<file path="src/hdl/bhpq_pkg.sv">
`timescale 1ns / 1ps
`default_nettype none

package bhpq_pkg;

  localparam int DEPTH   = 64;
  localparam int IDX_W   = $clog2(DEPTH);
  localparam int CNT_W   = $clog2(DEPTH + 1);
  localparam int KID_W   = IDX_W + 1;

  localparam int PRIO_W  = 8;
  localparam int ARR_W   = 16;
  localparam int TAG_W   = 10;
  localparam int COUNT_W = 7;
  localparam int ENTRY_W = PRIO_W + ARR_W + TAG_W;

  typedef enum logic {
    ACT_INSERT = 1'b0,
    ACT_REMOVE = 1'b1
  } action_t;

  typedef enum logic [1:0] {
    STAT_DONE  = 2'd0,
    STAT_FULL  = 2'd1,
    STAT_EMPTY = 2'd2
  } status_t;

  typedef struct packed {
    logic [PRIO_W-1:0] prio;
    logic [ARR_W-1:0]  arr;
    logic [TAG_W-1:0]  tag;
  } entry_t;

  typedef struct packed {
    action_t           action;
    logic [PRIO_W-1:0] prio;
    logic [ARR_W-1:0]  arr;
    logic [TAG_W-1:0]  tag;
  } item_t;

  typedef struct packed {
    status_t            status;
    logic [TAG_W-1:0]   tag;
    logic [PRIO_W-1:0]  prio;
    logic [ARR_W-1:0]   arr;
    logic [COUNT_W-1:0] count;
  } result_t;

  typedef struct packed {
    logic               wr_en;
    logic [IDX_W-1:0]   wr_addr;
    entry_t             wr_data;
    logic [IDX_W-1:0]   rd_a_addr;
    logic [IDX_W-1:0]   rd_b_addr;
  } mem_req_t;

  typedef enum logic [2:0] {
    S_IDLE,
    S_UP_RD,
    S_UP_CMP,
    S_RM_RD,
    S_RM_LOAD,
    S_DN_RD,
    S_DN_CMP,
    S_FIN
  } fsm_state_t;

  // higher priority first, earlier arrival on a tie
  function automatic logic ranks_above(entry_t a, entry_t b);
    logic r;
    if (a.prio != b.prio) begin
      r = (a.prio > b.prio);
    end else begin
      r = (a.arr < b.arr);
    end
    return r;
  endfunction

endpackage

`default_nettype wire

</file>
<file path="src/hdl/bhpq_if.sv">
`timescale 1ns / 1ps
`default_nettype none

interface bhpq_in_if;
  logic                        valid;
  logic                        ready;
  logic                        action;
  logic [bhpq_pkg::PRIO_W-1:0] priority_req;
  logic [bhpq_pkg::ARR_W-1:0]  arrival_time;
  logic [bhpq_pkg::TAG_W-1:0]  entry_tag;

  modport source (output valid, action, priority_req, arrival_time, entry_tag,
                  input ready);
  modport sink   (input valid, action, priority_req, arrival_time, entry_tag,
                  output ready);
endinterface

interface bhpq_out_if;
  logic                         valid;
  logic                         ready;
  logic [1:0]                   status;
  logic [bhpq_pkg::TAG_W-1:0]   out_tag;
  logic [bhpq_pkg::PRIO_W-1:0]  out_priority;
  logic [bhpq_pkg::ARR_W-1:0]   out_arrival;
  logic [bhpq_pkg::COUNT_W-1:0] entry_count;

  modport source (output valid, status, out_tag, out_priority, out_arrival, entry_count,
                  input ready);
  modport sink   (input valid, status, out_tag, out_priority, out_arrival, entry_count,
                  output ready);
endinterface

`default_nettype wire

</file>
<file path="src/hdl/bhpq_ram.sv">
`timescale 1ns / 1ps
`default_nettype none

module bhpq_ram #(
  parameter int DATA_W = 34,
  parameter int ADDR_W = 6,
  parameter int WORDS  = 64
) (
  input  wire logic              clk,
  input  wire logic              wr_en,
  input  wire logic [ADDR_W-1:0] wr_addr,
  input  wire logic [DATA_W-1:0] wr_data,
  input  wire logic [ADDR_W-1:0] rd_a_addr,
  input  wire logic [ADDR_W-1:0] rd_b_addr,
  output logic      [DATA_W-1:0] rd_a_data,
  output logic      [DATA_W-1:0] rd_b_data
);

  logic [DATA_W-1:0] mem [WORDS];

  always_ff @(posedge clk) begin
    if (wr_en) begin
      mem[wr_addr] <= wr_data;
    end
    rd_a_data <= mem[rd_a_addr];
    rd_b_data <= mem[rd_b_addr];
  end

endmodule

`default_nettype wire

</file>
<file path="src/hdl/bhpq_ctrl.sv">
`timescale 1ns / 1ps
`default_nettype none

module bhpq_ctrl (
  input  wire logic               clk,
  input  wire logic               rst_n,
  input  wire logic               in_valid,
  output logic                    in_ready,
  input  wire bhpq_pkg::item_t    in_item,
  output logic                    res_valid,
  input  wire logic               res_ready,
  output bhpq_pkg::result_t       res,
  output bhpq_pkg::mem_req_t      mem_req,
  input  wire bhpq_pkg::entry_t   rd_a_data,
  input  wire bhpq_pkg::entry_t   rd_b_data
);

  bhpq_pkg::fsm_state_t            state_r, state_nxt;
  logic [bhpq_pkg::CNT_W-1:0]      count_r, count_nxt;
  logic [bhpq_pkg::IDX_W-1:0]      pos_r, pos_nxt;
  bhpq_pkg::entry_t                hold_r, hold_nxt;
  bhpq_pkg::result_t               res_r, res_nxt;

  logic [bhpq_pkg::IDX_W-1:0]      parent_idx;
  logic [bhpq_pkg::KID_W-1:0]      kid_l, kid_rt, count_ext;
  logic                            left_ok, right_ok, pick_right;
  bhpq_pkg::entry_t                chosen, new_entry;
  logic [bhpq_pkg::IDX_W-1:0]      chosen_idx;

  assign parent_idx = (pos_r - bhpq_pkg::IDX_W'(1)) >> 1;
  assign kid_l      = {pos_r, 1'b1};
  assign kid_rt     = kid_l + bhpq_pkg::KID_W'(1);
  assign count_ext  = bhpq_pkg::KID_W'(count_r);
  assign left_ok    = (kid_l < count_ext);
  assign right_ok   = (kid_rt < count_ext);
  assign pick_right = right_ok && bhpq_pkg::ranks_above(rd_b_data, rd_a_data);
  assign chosen     = pick_right ? rd_b_data : rd_a_data;
  assign chosen_idx = pick_right ? kid_rt[bhpq_pkg::IDX_W-1:0] : kid_l[bhpq_pkg::IDX_W-1:0];

  assign new_entry.prio = in_item.prio;
  assign new_entry.arr  = in_item.arr;
  assign new_entry.tag  = in_item.tag;

  assign res = res_r;

  always_ff @(posedge clk) begin
    if (!rst_n) begin
      state_r <= bhpq_pkg::S_IDLE;
      count_r <= '0;
    end else begin
      state_r <= state_nxt;
      count_r <= count_nxt;
    end
  end

  always_ff @(posedge clk) begin
    pos_r  <= pos_nxt;
    hold_r <= hold_nxt;
    res_r  <= res_nxt;
  end

  always_comb begin
    state_nxt         = state_r;
    count_nxt         = count_r;
    pos_nxt           = pos_r;
    hold_nxt          = hold_r;
    res_nxt           = res_r;
    in_ready          = 1'b0;
    res_valid         = 1'b0;
    mem_req.wr_en     = 1'b0;
    mem_req.wr_addr   = pos_r;
    mem_req.wr_data   = hold_r;
    mem_req.rd_a_addr = parent_idx;
    mem_req.rd_b_addr = kid_rt[bhpq_pkg::IDX_W-1:0];

    unique case (state_r)
      bhpq_pkg::S_IDLE: begin
        in_ready = 1'b1;
        if (in_valid) begin
          res_nxt.status = bhpq_pkg::STAT_DONE;
          res_nxt.tag    = '0;
          res_nxt.prio   = '0;
          res_nxt.arr    = '0;
          res_nxt.count  = bhpq_pkg::COUNT_W'(count_r);
          if (in_item.action == bhpq_pkg::ACT_INSERT) begin
            if (count_r == bhpq_pkg::CNT_W'(bhpq_pkg::DEPTH)) begin
              res_nxt.status = bhpq_pkg::STAT_FULL;
              state_nxt      = bhpq_pkg::S_FIN;
            end else begin
              hold_nxt      = new_entry;
              pos_nxt       = count_r[bhpq_pkg::IDX_W-1:0];
              count_nxt     = count_r + bhpq_pkg::CNT_W'(1);
              res_nxt.count = bhpq_pkg::COUNT_W'(count_r + bhpq_pkg::CNT_W'(1));
              state_nxt     = bhpq_pkg::S_UP_RD;
            end
          end else begin
            if (count_r == '0) begin
              res_nxt.status = bhpq_pkg::STAT_EMPTY;
              state_nxt      = bhpq_pkg::S_FIN;
            end else begin
              count_nxt     = count_r - bhpq_pkg::CNT_W'(1);
              res_nxt.count = bhpq_pkg::COUNT_W'(count_r - bhpq_pkg::CNT_W'(1));
              state_nxt     = bhpq_pkg::S_RM_RD;
            end
          end
        end
      end

      bhpq_pkg::S_UP_RD: begin
        if (pos_r == '0) begin
          mem_req.wr_en = 1'b1;
          state_nxt     = bhpq_pkg::S_FIN;
        end else begin
          state_nxt = bhpq_pkg::S_UP_CMP;
        end
      end

      bhpq_pkg::S_UP_CMP: begin
        mem_req.wr_en = 1'b1;
        if (bhpq_pkg::ranks_above(hold_r, rd_a_data)) begin
          // move the parent down into the hole and climb
          mem_req.wr_data = rd_a_data;
          pos_nxt         = parent_idx;
          state_nxt       = bhpq_pkg::S_UP_RD;
        end else begin
          state_nxt = bhpq_pkg::S_FIN;
        end
      end

      bhpq_pkg::S_RM_RD: begin
        mem_req.rd_a_addr = '0;
        mem_req.rd_b_addr = count_r[bhpq_pkg::IDX_W-1:0];
        state_nxt         = bhpq_pkg::S_RM_LOAD;
      end

      bhpq_pkg::S_RM_LOAD: begin
        res_nxt.tag  = rd_a_data.tag;
        res_nxt.prio = rd_a_data.prio;
        res_nxt.arr  = rd_a_data.arr;
        hold_nxt     = rd_b_data;
        pos_nxt      = '0;
        state_nxt    = (count_r == '0) ? bhpq_pkg::S_FIN : bhpq_pkg::S_DN_RD;
      end

      bhpq_pkg::S_DN_RD: begin
        mem_req.rd_a_addr = kid_l[bhpq_pkg::IDX_W-1:0];
        mem_req.rd_b_addr = kid_rt[bhpq_pkg::IDX_W-1:0];
        if (!left_ok) begin
          mem_req.wr_en = 1'b1;
          state_nxt     = bhpq_pkg::S_FIN;
        end else begin
          state_nxt = bhpq_pkg::S_DN_CMP;
        end
      end

      bhpq_pkg::S_DN_CMP: begin
        mem_req.wr_en = 1'b1;
        if (bhpq_pkg::ranks_above(chosen, hold_r)) begin
          // lift the winning child into the hole and descend
          mem_req.wr_data = chosen;
          pos_nxt         = chosen_idx;
          state_nxt       = bhpq_pkg::S_DN_RD;
        end else begin
          state_nxt = bhpq_pkg::S_FIN;
        end
      end

      bhpq_pkg::S_FIN: begin
        res_valid = 1'b1;
        if (res_ready) begin
          state_nxt = bhpq_pkg::S_IDLE;
        end
      end

      default: begin
        state_nxt = bhpq_pkg::S_IDLE;
      end
    endcase
  end

`ifndef ASSERT_OFF
  a_count_bound: assert property (@(posedge clk) disable iff (!rst_n)
    count_r <= bhpq_pkg::CNT_W'(bhpq_pkg::DEPTH))
    else $error("fill count above depth");

  a_write_in_fill: assert property (@(posedge clk) disable iff (!rst_n)
    mem_req.wr_en |-> (bhpq_pkg::CNT_W'(mem_req.wr_addr) < count_r))
    else $error("heap write outside filled entries");

  a_insert_grows: assert property (@(posedge clk) disable iff (!rst_n)
    (in_valid && in_ready && in_item.action == bhpq_pkg::ACT_INSERT &&
     count_r != bhpq_pkg::CNT_W'(bhpq_pkg::DEPTH))
    |=> count_r == $past(count_r) + bhpq_pkg::CNT_W'(1))
    else $error("insert did not grow the heap");

  a_empty_zero: assert property (@(posedge clk) disable iff (!rst_n)
    (res_valid && res.status == bhpq_pkg::STAT_EMPTY) |-> (res.count == '0 && count_r == '0))
    else $error("empty status with entries held");
`endif

endmodule

`default_nettype wire

</file>
<file path="src/hdl/binary_max_heap_priority_queue.sv">
`timescale 1ns / 1ps
`default_nettype none

// Binary max-heap priority queue of bhpq_pkg::DEPTH entries kept in a two-read,
// one-write RAM with registered reads. An insert (action 0) places the entry at
// the end and walks it up; a remove (action 1) returns the root and walks the
// last entry down from the top. Higher priority ranks first; on equal priority
// the smaller arrival stamp wins. Each item gives exactly one result: status
// 0 done, 1 full (insert refused), 2 empty (nothing removed); the data fields
// are nonzero only for a successful remove, and entry_count is the fill after
// the step. One item is worked at a time. Each heap level is a RAM read, then
// a compare and write back. A new item is taken while the previous result
// still sits in the output register.
module binary_max_heap_priority_queue (
  input  wire logic  clk,
  input  wire logic  rst_n,
  bhpq_in_if.sink    in_ch,
  bhpq_out_if.source out_ch
);

  bhpq_pkg::item_t    item;
  bhpq_pkg::result_t  res;
  bhpq_pkg::mem_req_t mem_req;
  bhpq_pkg::entry_t   rd_a_data, rd_b_data;
  logic               res_valid, res_ready;
  logic               out_valid_r, out_valid_nxt;
  bhpq_pkg::result_t  out_r;

  assign item.action = bhpq_pkg::action_t'(in_ch.action);
  assign item.prio   = in_ch.priority_req;
  assign item.arr    = in_ch.arrival_time;
  assign item.tag    = in_ch.entry_tag;

  bhpq_ctrl u_ctrl (
    .clk       (clk),
    .rst_n     (rst_n),
    .in_valid  (in_ch.valid),
    .in_ready  (in_ch.ready),
    .in_item   (item),
    .res_valid (res_valid),
    .res_ready (res_ready),
    .res       (res),
    .mem_req   (mem_req),
    .rd_a_data (rd_a_data),
    .rd_b_data (rd_b_data)
  );

  bhpq_ram #(
    .DATA_W (bhpq_pkg::ENTRY_W),
    .ADDR_W (bhpq_pkg::IDX_W),
    .WORDS  (bhpq_pkg::DEPTH)
  ) u_ram (
    .clk       (clk),
    .wr_en     (mem_req.wr_en),
    .wr_addr   (mem_req.wr_addr),
    .wr_data   (mem_req.wr_data),
    .rd_a_addr (mem_req.rd_a_addr),
    .rd_b_addr (mem_req.rd_b_addr),
    .rd_a_data (rd_a_data),
    .rd_b_data (rd_b_data)
  );

  // output register: load when empty or being drained this cycle
  assign res_ready = !out_valid_r || out_ch.ready;

  always_comb begin
    out_valid_nxt = out_valid_r;
    if (res_valid && res_ready) begin
      out_valid_nxt = 1'b1;
    end else if (out_ch.ready) begin
      out_valid_nxt = 1'b0;
    end
  end

  always_ff @(posedge clk) begin
    if (!rst_n) begin
      out_valid_r <= 1'b0;
    end else begin
      out_valid_r <= out_valid_nxt;
    end
  end

  always_ff @(posedge clk) begin
    if (res_valid && res_ready) begin
      out_r <= res;
    end
  end

  assign out_ch.valid        = out_valid_r;
  assign out_ch.status       = out_r.status;
  assign out_ch.out_tag      = out_r.tag;
  assign out_ch.out_priority = out_r.prio;
  assign out_ch.out_arrival  = out_r.arr;
  assign out_ch.entry_count  = out_r.count;

endmodule

`default_nettype wire
</file>
<file path="src/flat_wrapper.sv">
// flat-port wrapper written by rule: the top's interface ports become plain ports
module binary_max_heap_priority_queue_flat 
  (clk, rst_n, in_ch_valid, in_ch_action, in_ch_priority_req, in_ch_arrival_time, in_ch_entry_tag, in_ch_ready, out_ch_valid, out_ch_status, out_ch_out_tag, out_ch_out_priority, out_ch_out_arrival, out_ch_entry_count, out_ch_ready);
  bhpq_in_if in_ch_i ();
  bhpq_out_if out_ch_i ();
  input  wire logic clk;
  input  wire logic rst_n;
  input wire logic [$bits(in_ch_i.valid)-1:0] in_ch_valid;
  input wire logic [$bits(in_ch_i.action)-1:0] in_ch_action;
  input wire logic [$bits(in_ch_i.priority_req)-1:0] in_ch_priority_req;
  input wire logic [$bits(in_ch_i.arrival_time)-1:0] in_ch_arrival_time;
  input wire logic [$bits(in_ch_i.entry_tag)-1:0] in_ch_entry_tag;
  output wire logic [$bits(in_ch_i.ready)-1:0] in_ch_ready;
  output wire logic [$bits(out_ch_i.valid)-1:0] out_ch_valid;
  output wire logic [$bits(out_ch_i.status)-1:0] out_ch_status;
  output wire logic [$bits(out_ch_i.out_tag)-1:0] out_ch_out_tag;
  output wire logic [$bits(out_ch_i.out_priority)-1:0] out_ch_out_priority;
  output wire logic [$bits(out_ch_i.out_arrival)-1:0] out_ch_out_arrival;
  output wire logic [$bits(out_ch_i.entry_count)-1:0] out_ch_entry_count;
  input wire logic [$bits(out_ch_i.ready)-1:0] out_ch_ready;
  assign in_ch_i.valid = in_ch_valid;
  assign in_ch_i.action = in_ch_action;
  assign in_ch_i.priority_req = in_ch_priority_req;
  assign in_ch_i.arrival_time = in_ch_arrival_time;
  assign in_ch_i.entry_tag = in_ch_entry_tag;
  assign in_ch_ready = in_ch_i.ready;
  assign out_ch_valid = out_ch_i.valid;
  assign out_ch_status = out_ch_i.status;
  assign out_ch_out_tag = out_ch_i.out_tag;
  assign out_ch_out_priority = out_ch_i.out_priority;
  assign out_ch_out_arrival = out_ch_i.out_arrival;
  assign out_ch_entry_count = out_ch_i.entry_count;
  assign out_ch_i.ready = out_ch_ready;
  binary_max_heap_priority_queue u_core (.clk(clk), .rst_n(rst_n), .in_ch(in_ch_i), .out_ch(out_ch_i));
endmodule
</file>
<file path="config.mk">
export PLATFORM = sky130hd
export DESIGN_NAME = binary_max_heap_priority_queue_flat
export DESIGN_NICKNAME = d
export VERILOG_FILES = /design/src/hdl/bhpq_pkg.sv /design/src/hdl/bhpq_if.sv /design/src/hdl/bhpq_ram.sv /design/src/hdl/bhpq_ctrl.sv /design/src/hdl/binary_max_heap_priority_queue.sv /design/src/flat_wrapper.sv
export SDC_FILE = /design/constraint.sdc
export NUM_CORES = 2
export LEC_CHECK = 0
export ABC_CLOCK_PERIOD_IN_PS = 16300
export BUFFER_PORTS_ARGS = -buffer_cell sky130_fd_sc_hd__buf_2
export CAP_MARGIN = 20
export CELL_PAD_IN_SITES_DETAIL_PLACEMENT = 1
export CELL_PAD_IN_SITES_GLOBAL_PLACEMENT = 1
export CORE_UTILIZATION = 52
export DETAILED_ROUTE_END_ITERATION = 6
export HOLD_SLACK_MARGIN = 0.06
export PLACE_DENSITY = 0.87
export SLEW_MARGIN = 20
export SYNTH_ARGS = -nofsm -noshare
export SYNTH_HDL_FRONTEND = slang
export SYNTH_SLANG_ARGS = --single-unit
</file>
<file path="constraint.sdc">
create_clock -name clk -period 16.3 [get_ports clk]
set_input_delay 2.445 -clock clk [delete_from_list [all_inputs] [get_ports clk]]
set_output_delay 2.445 -clock clk [all_outputs]
set_load 0.005 [all_outputs]
</file>
## Yosys cells after proc, flatten, opt, wreduce, memory -nomap -nowiden

Memory sizes are Yosys's and may differ from the RTL's. A register that Yosys moved wholly into a read port is not among the register bits.
Cells that the tools add are included.

- Flip-flop bits (word level): 137
- Bits in writable memories: 2176
- Memories kept: 1

- Add/sub/neg operators: 4
- Order comparisons: 8
- Equality and inequality tests: 17
- Multiplexer cells: 49
- Reductions and logical operators: 16

Memory list:

| memory | words | width | rd ports | clocked after memory_dff | wr ports | RTL line | text |
|---|---|---|---|---|---|---|---|
| u_core.u_ram.mem | 64 | 34 | 2 | 2 | 1 | bhpq_ram.sv:19 | `logic [DATA_W-1:0] mem [WORDS];` |

Operators by type and width:

| operator | number |
|---|---|
| $mux 34 | 6 |
| $pmux 34 s2 | 3 |
| $lt 16x16->1 | 3 |
| $mux 41 | 1 |
| $mux 6 | 6 |
| $gt 8x8->1 | 3 |
| $ne 8x8->1 | 3 |
| $pmux 12 s2 | 1 |
| $pmux 3 s8 | 1 |
| $pmux 6 s4 | 1 |
| $mux 3 | 7 |
| $mux 7 | 3 |
| $mux 1 | 15 |
| $add 7x1->7 const B | 2 |
| $lt 7x7->1 | 2 |
| $eq 3x3->1 const B | 4 |
| $ne 2x2->1 const B | 5 |
| $mux 2 | 4 |
| $eq 7x7->1 const B | 1 |
| $logic_not 7->1 | 1 |
| $sub 7x1->7 const B | 1 |
| $eq 3x2->1 const B | 2 |
| $logic_not 6->1 | 1 |
| $reduce_and 2->1 | 3 |
| other kinds (13) | 15 |

## Logic depth before layout (Yosys ltp)

- Depth after elaboration: 9
- Mapped depth: 22
- Depth with buffers taken out: 18

## Cells and area by module

A second synthesis with hierarchy kept.

- Cell total of the unflattened synthesis: 5856
- Area, all modules: 110501.0 µm²

By module, submodules not included:

| module | times used | cells an instance | area each (µm²) | sequential area each (µm²) |
|---|---|---|---|---|
| bhpq_ram | 1 | 4980 | 101459.8 | 66704.0 |
| bhpq_ctrl | 1 | 828 | 7692.4 | 2692.6 |
| binary_max_heap_priority_queue | 1 | 48 | 1348.8 | 1311.3 |

## Worst setup path after synthesis

OpenSTA, ideal clock, no wires.

- Path kind: register to register
- Start point: register u_core.u_ctrl.pos_r[3] in the netlist's numbering
- End point: memory u_core.u_ram.mem[0][32] (data pin)
- Setup time: 548 ps
- Arrival: 6521 ps
- Required time: 15752 ps
- Setup slack: 9231 ps
- Cell stages (with the launch flop): 21
- Buffers on the path: 3
- Period minus slack after synthesis: 7069 ps
- Path through: edfxtp_1 > clkbuf_1 > nand3_1 > xnor2_1 > ha_1 > a21o_1 > a21oi_1 > o211ai_1 > nor3_2 > buf_2 > mux2_2 > ha_1 > nand4_1 > nor3_1 > nand2_1 > nor4_1 > o221ai_1 > nand4b_1 > clkbuf_1 > o22ai_1 > a21oi_1

RTL lines:

| what | RTL line | text |
|---|---|---|
| from (decl) | bhpq_ctrl.sv:20 | `logic [bhpq_pkg::IDX_W-1:0] pos_r, pos_nxt;` |
| from (signal assigned) | bhpq_ctrl.sv:57 | `pos_r <= pos_nxt;` |
| to (decl) | bhpq_ram.sv:19 |  |

==> impl_summary.txt <==
----------------------------------------------------
[Place]
  Setup Slack @ Placement ... between 8 and 9 ns
  HPWL Detailed ... roughly 220000 µm
  Placer's final routability congestion estimate ... roughly 0.95
  Number of input and output port buffers inserted ... 83

[Logic synthesis]
  Cell count after synthesis ... roughly 5800
  Commonest register cell after synthesis ... sky130_fd_sc_hd__edfxtp_1
  Post-synth top area cell ... sky130_fd_sc_hd__edfxtp_1
  Proportion of register bits with asynchronous set or reset after synthesis ... 0%
  Portion of the post-synthesis area used by sequential elements ... between 60% and 70%
  Number of synthesized flops with an enable pin ... ~2300
  Synth Register Bits ... 2381
  Portion of synthesized cell area occupied by the leading cell type ... around 62%
  Post-synthesis instance area ... 111000 µm²
  Yosys Warn Count ... 0
  Mean cell area of the mapped netlist ... approximately 19 µm²
  Dominant cells by area after synthesis ... sky130_fd_sc_hd__edfxtp_1 62%, sky130_fd_sc_hd__mux4_2 22%, sky130_fd_sc_hd__mux2i_1 5.1%
  Post-Synthesis Net Count ... around 6000
  Distinct cells, synth ... 67

[Routing]
  DRC Markers ... between 40 and 50
  Routed length per instance ... between 40 and 50 µm
  Post-route ant nets ... 0
  Total via count in the routed design ... 71038
  Violation count after the first detailed-routing iteration ... 13104
  Wire length reported by the detailed router ... 415000 µm
  Mean number of vias per cell ... 7.94
  Detailed-routing iteration count for the pre-antenna-repair pass ... 7

[Clock network]
  Setup Buffers After CTS ... 0
  Clock-pin slew reported for the worst setup and hold paths after clock tree synthesis ... around 0.07 ns
  Number of buffers created by CTS ... roughly 230
  Insertion delay to the later sink of the worst-skew pair ... 0.91 ns
  Total clock sinks ... roughly 2400
  Buffers from clock root to sink, at most ... 3
  TritonCTS clock tree ... done
  Post-cts repair resize count ... 0
  Number of buffers added to fix hold violations after cts ... 0
  CTS root buf ... sky130_fd_sc_hd__clkbuf_16
  CTS H-tree depth ... 4

[Cells and area]
  Most common cell after layout, fill and taps aside ... sky130_fd_sc_hd__edfxtp_1
  Most frequent cells in the layout ... 2302 x sky130_fd_sc_hd__edfxtp_1, 1072 x sky130_fd_sc_hd__mux4_2, 559 x sky130_fd_sc_hd__mux2i_1
  Fraction of layout cells with a size suffix above 1 ... between 30 and 40%
  Utilization after layout ... 58.1%
  Area added between synthesis and finish ... 10.9%
  Total number of nets in the final design ... roughly 6000

[Job]
  Number of violations of the max-capacitance limit ... 0

[GRT]
  Maximum number of pins on one net before global-route repair ... between 100 and 150
  Remaining Overflow, GRT ... 0
  First-pass GRT wire length ... about 570000 µm
  Vias in the first global route ... 71780
  Initial antenna violation count ... 36
  Total GRT Usage ... 38.3%

[Worst hold path]
  Path type of the worst min-delay path ... register to register

[Critical path]
  Critical Path Fanout Max ... 48
  Nature of the critical path endpoint ... register
  Path type of the worst setup path ... register to register
  Setup crit start kind ... register
  CP required ... about 17 ns
  WP data arrival ... 8.90 ns
  Reg2Reg Setup Slack ... roughly 8.0 ns

[Floorplanning]
  Die Height ... between 400 and 500 µm
  Die outline width ... around 460 µm
  Cell Rows ... about 170
  Total die area ... 216000 µm²
  Core Footprint ... between 200000 and 250000 µm²
  Initial standard-cell utilization of the core ... a little over half
  Number of ports placed on the die boundary ... 84

[STA]
  Final Max Tran Viols ... 0
  Worst slew margin ... approximately 18%
  Worst setup slack after layout ... about 8.0 ns
  Final setup skew ... roughly 0.041 ns
  Final Setup Violations ... 0
  RSZ-0062 raised after global routing ... no
  Hold violation count in the final report ... 0
  Final worst path period share ... roughly half
  Timing-limited maximum frequency ... between 100 and 150 MHz
  Transition at the pin with the smallest max-transition slack ... 1.24 ns
  Tightest hold margin ... between 0.4 and 0.5 ns
  Setup TNS ... 0 ns
  Min Clock Period, post-route ... slightly above 8 ns

[Status]
  Status ... finished, violations left
  Failing checks ... DRC

[Pwr]
  Power Dens Cells ... roughly 240 nW/µm²
  Final Power ... 29.9 mW
  Leakage power figure ... approximately 40 nW
  Maximum resistive drop on vdd ... 0.000305 V

----------------------------------------------------
## metrics by stage
step / std cells / instance area, µm²
floorplan: 5838 / 111000
global placement: 8489 / 115000
detailed placement: 8492 / 116000
CTS: 8920 / 123000
global route: 8928 / 123000
finish: 8943 / 123000
## cells in the mapped netlist (all sizes together), types with 3 or more instances
| cell | instances |
|---|---|
| nor3b | 6 |
| o21ai | 26 |
| a21oi | 59 |
| o211ai | 5 |
| a311oi | 6 |
| o41ai | 3 |
| or3 | 7 |
| and4 | 35 |
| nor2b | 31 |
| xnor2 | 7 |
| mux2 | 61 |
| and3 | 46 |
| inv | 62 |
| a221oi | 3 |
| o22ai | 5 |
| o21a | 4 |
| dfxtp | 79 |
| mux2i | 563 |
| and2 | 15 |
| a22oi | 141 |
| ha | 87 |
| nand2 | 286 |
| o221ai | 6 |
| o21bai | 9 |
| nor4 | 26 |
| a2bb2oi | 5 |
| a31oi | 47 |
| nand2b | 7 |
| buf | 289 |
| a32oi | 34 |
| a211o | 41 |
| nand4 | 14 |
| mux4 | 1072 |
| a21boi | 5 |
| nor3 | 19 |
| nor2 | 119 |
| a211oi | 10 |
| edfxtp | 2302 |
| nand3 | 114 |
| clkbuf | 143 |
| xor2 | 6 |
| a21o | 8 |
| nand3b | 4 |
| or2 | 4 |
## routing by layer
layer,part of all wire (%),GRT usage [%]
met5,0.065,0
met4,8.0,25.8
met3,16,13.9
met2,45,57.8
met1,31,46.5
## kinds of logic (layout without fill, tap and decap cells)
group,after synthesis,in the layout,synth area share [%]
flip-flops,2381,2381,63.6
multiplexers,1696,1696,27.4
AND/OR/NAND/NOR,738,738,3.20
buffers and inverters,495,759,1.95
AO/OA/AOI/OAI,428,428,2.80
adder cells (fa/ha/maj),87,87,0.979
XOR/XNOR,13,13,0.102
other,0,20,0
## worst max-delay path: stages, from the launching register on
cell and delay, ns:
sky130_fd_sc_hd__edfxtp_1 0.71, sky130_fd_sc_hd__nand3_1 0.37, sky130_fd_sc_hd__xnor2_1 0.45, sky130_fd_sc_hd__ha_1 0.21, sky130_fd_sc_hd__nand4_1 0.09, sky130_fd_sc_hd__o211ai_1 0.58, sky130_fd_sc_hd__or3_1 0.94, sky130_fd_sc_hd__mux2_2 0.44
sky130_fd_sc_hd__ha_1 0.31, sky130_fd_sc_hd__nand4_1 0.14, sky130_fd_sc_hd__nor3_1 0.35, sky130_fd_sc_hd__nand2_1 0.10, sky130_fd_sc_hd__nor4_1 0.62, sky130_fd_sc_hd__o221ai_1 0.25, sky130_fd_sc_hd__nand4b_1 0.21, sky130_fd_sc_hd__buf_4 0.44
sky130_fd_sc_hd__o21ai_1 0.42, sky130_fd_sc_hd__buf_4 0.39, sky130_fd_sc_hd__a211o_1 0.52, sky130_fd_sc_hd__buf_4 0.37
## worst paths after layout
path / startpoint / end / depth (start not counted)
worst min register to register: u_core.u_ctrl.res[16]$_DFFE_PP_ / u_core.out_ch.out_arrival[9]$_DFFE_PP_ / 0
worst max-delay path: u_core.u_ctrl.pos_r[2]$_DFFE_PP_ / u_core.u_ram.mem[17][3]$_DFFE_PP_ / 19
worst min-delay path: u_core.u_ctrl.res[16]$_DFFE_PP_ / u_core.out_ch.out_arrival[9]$_DFFE_PP_ / 0
worst max register to register: u_core.u_ctrl.pos_r[2]$_DFFE_PP_ / u_core.u_ram.mem[17][3]$_DFFE_PP_ / 19
## cell type report
class                   count  area [µm²]
fillers                 18070       89000
flip-flops and latches   2381       70700
multi-input cells        2962       39100
clock buffers             279        6090
well taps                2821        3530
repair buffers            268        2050
clock inverters           149        1530
inverters                  63         236
diodes                     20        50.0
## power by group
part	switching [mW]	internal, mW
clock network	2.49	3.04
registers	0.278	8.47
logic	9.92	5.73
## state kept, by name, indices dropped and copies added, names as in the netlist, 2 cells and up
name / flops
u_core.u_ram.mem: 2176
u_core.u_ctrl.res: 43
u_core.u_ctrl.hold_r: 34
u_core.u_ram.rd_a_data: 34
u_core.u_ram.rd_b_data: 34
u_core.out_ch.out_arrival: 16
u_core.out_ch.out_tag: 10
u_core.out_ch.out_priority: 8
u_core.out_ch.entry_count: 7
u_core.u_ctrl.count_ext: 7
u_core.u_ctrl.pos_r: 6
u_core.u_ctrl.state_r: 3
u_core.out_ch.status: 2
Note: power is estimated with default switching activity, not from simulation.
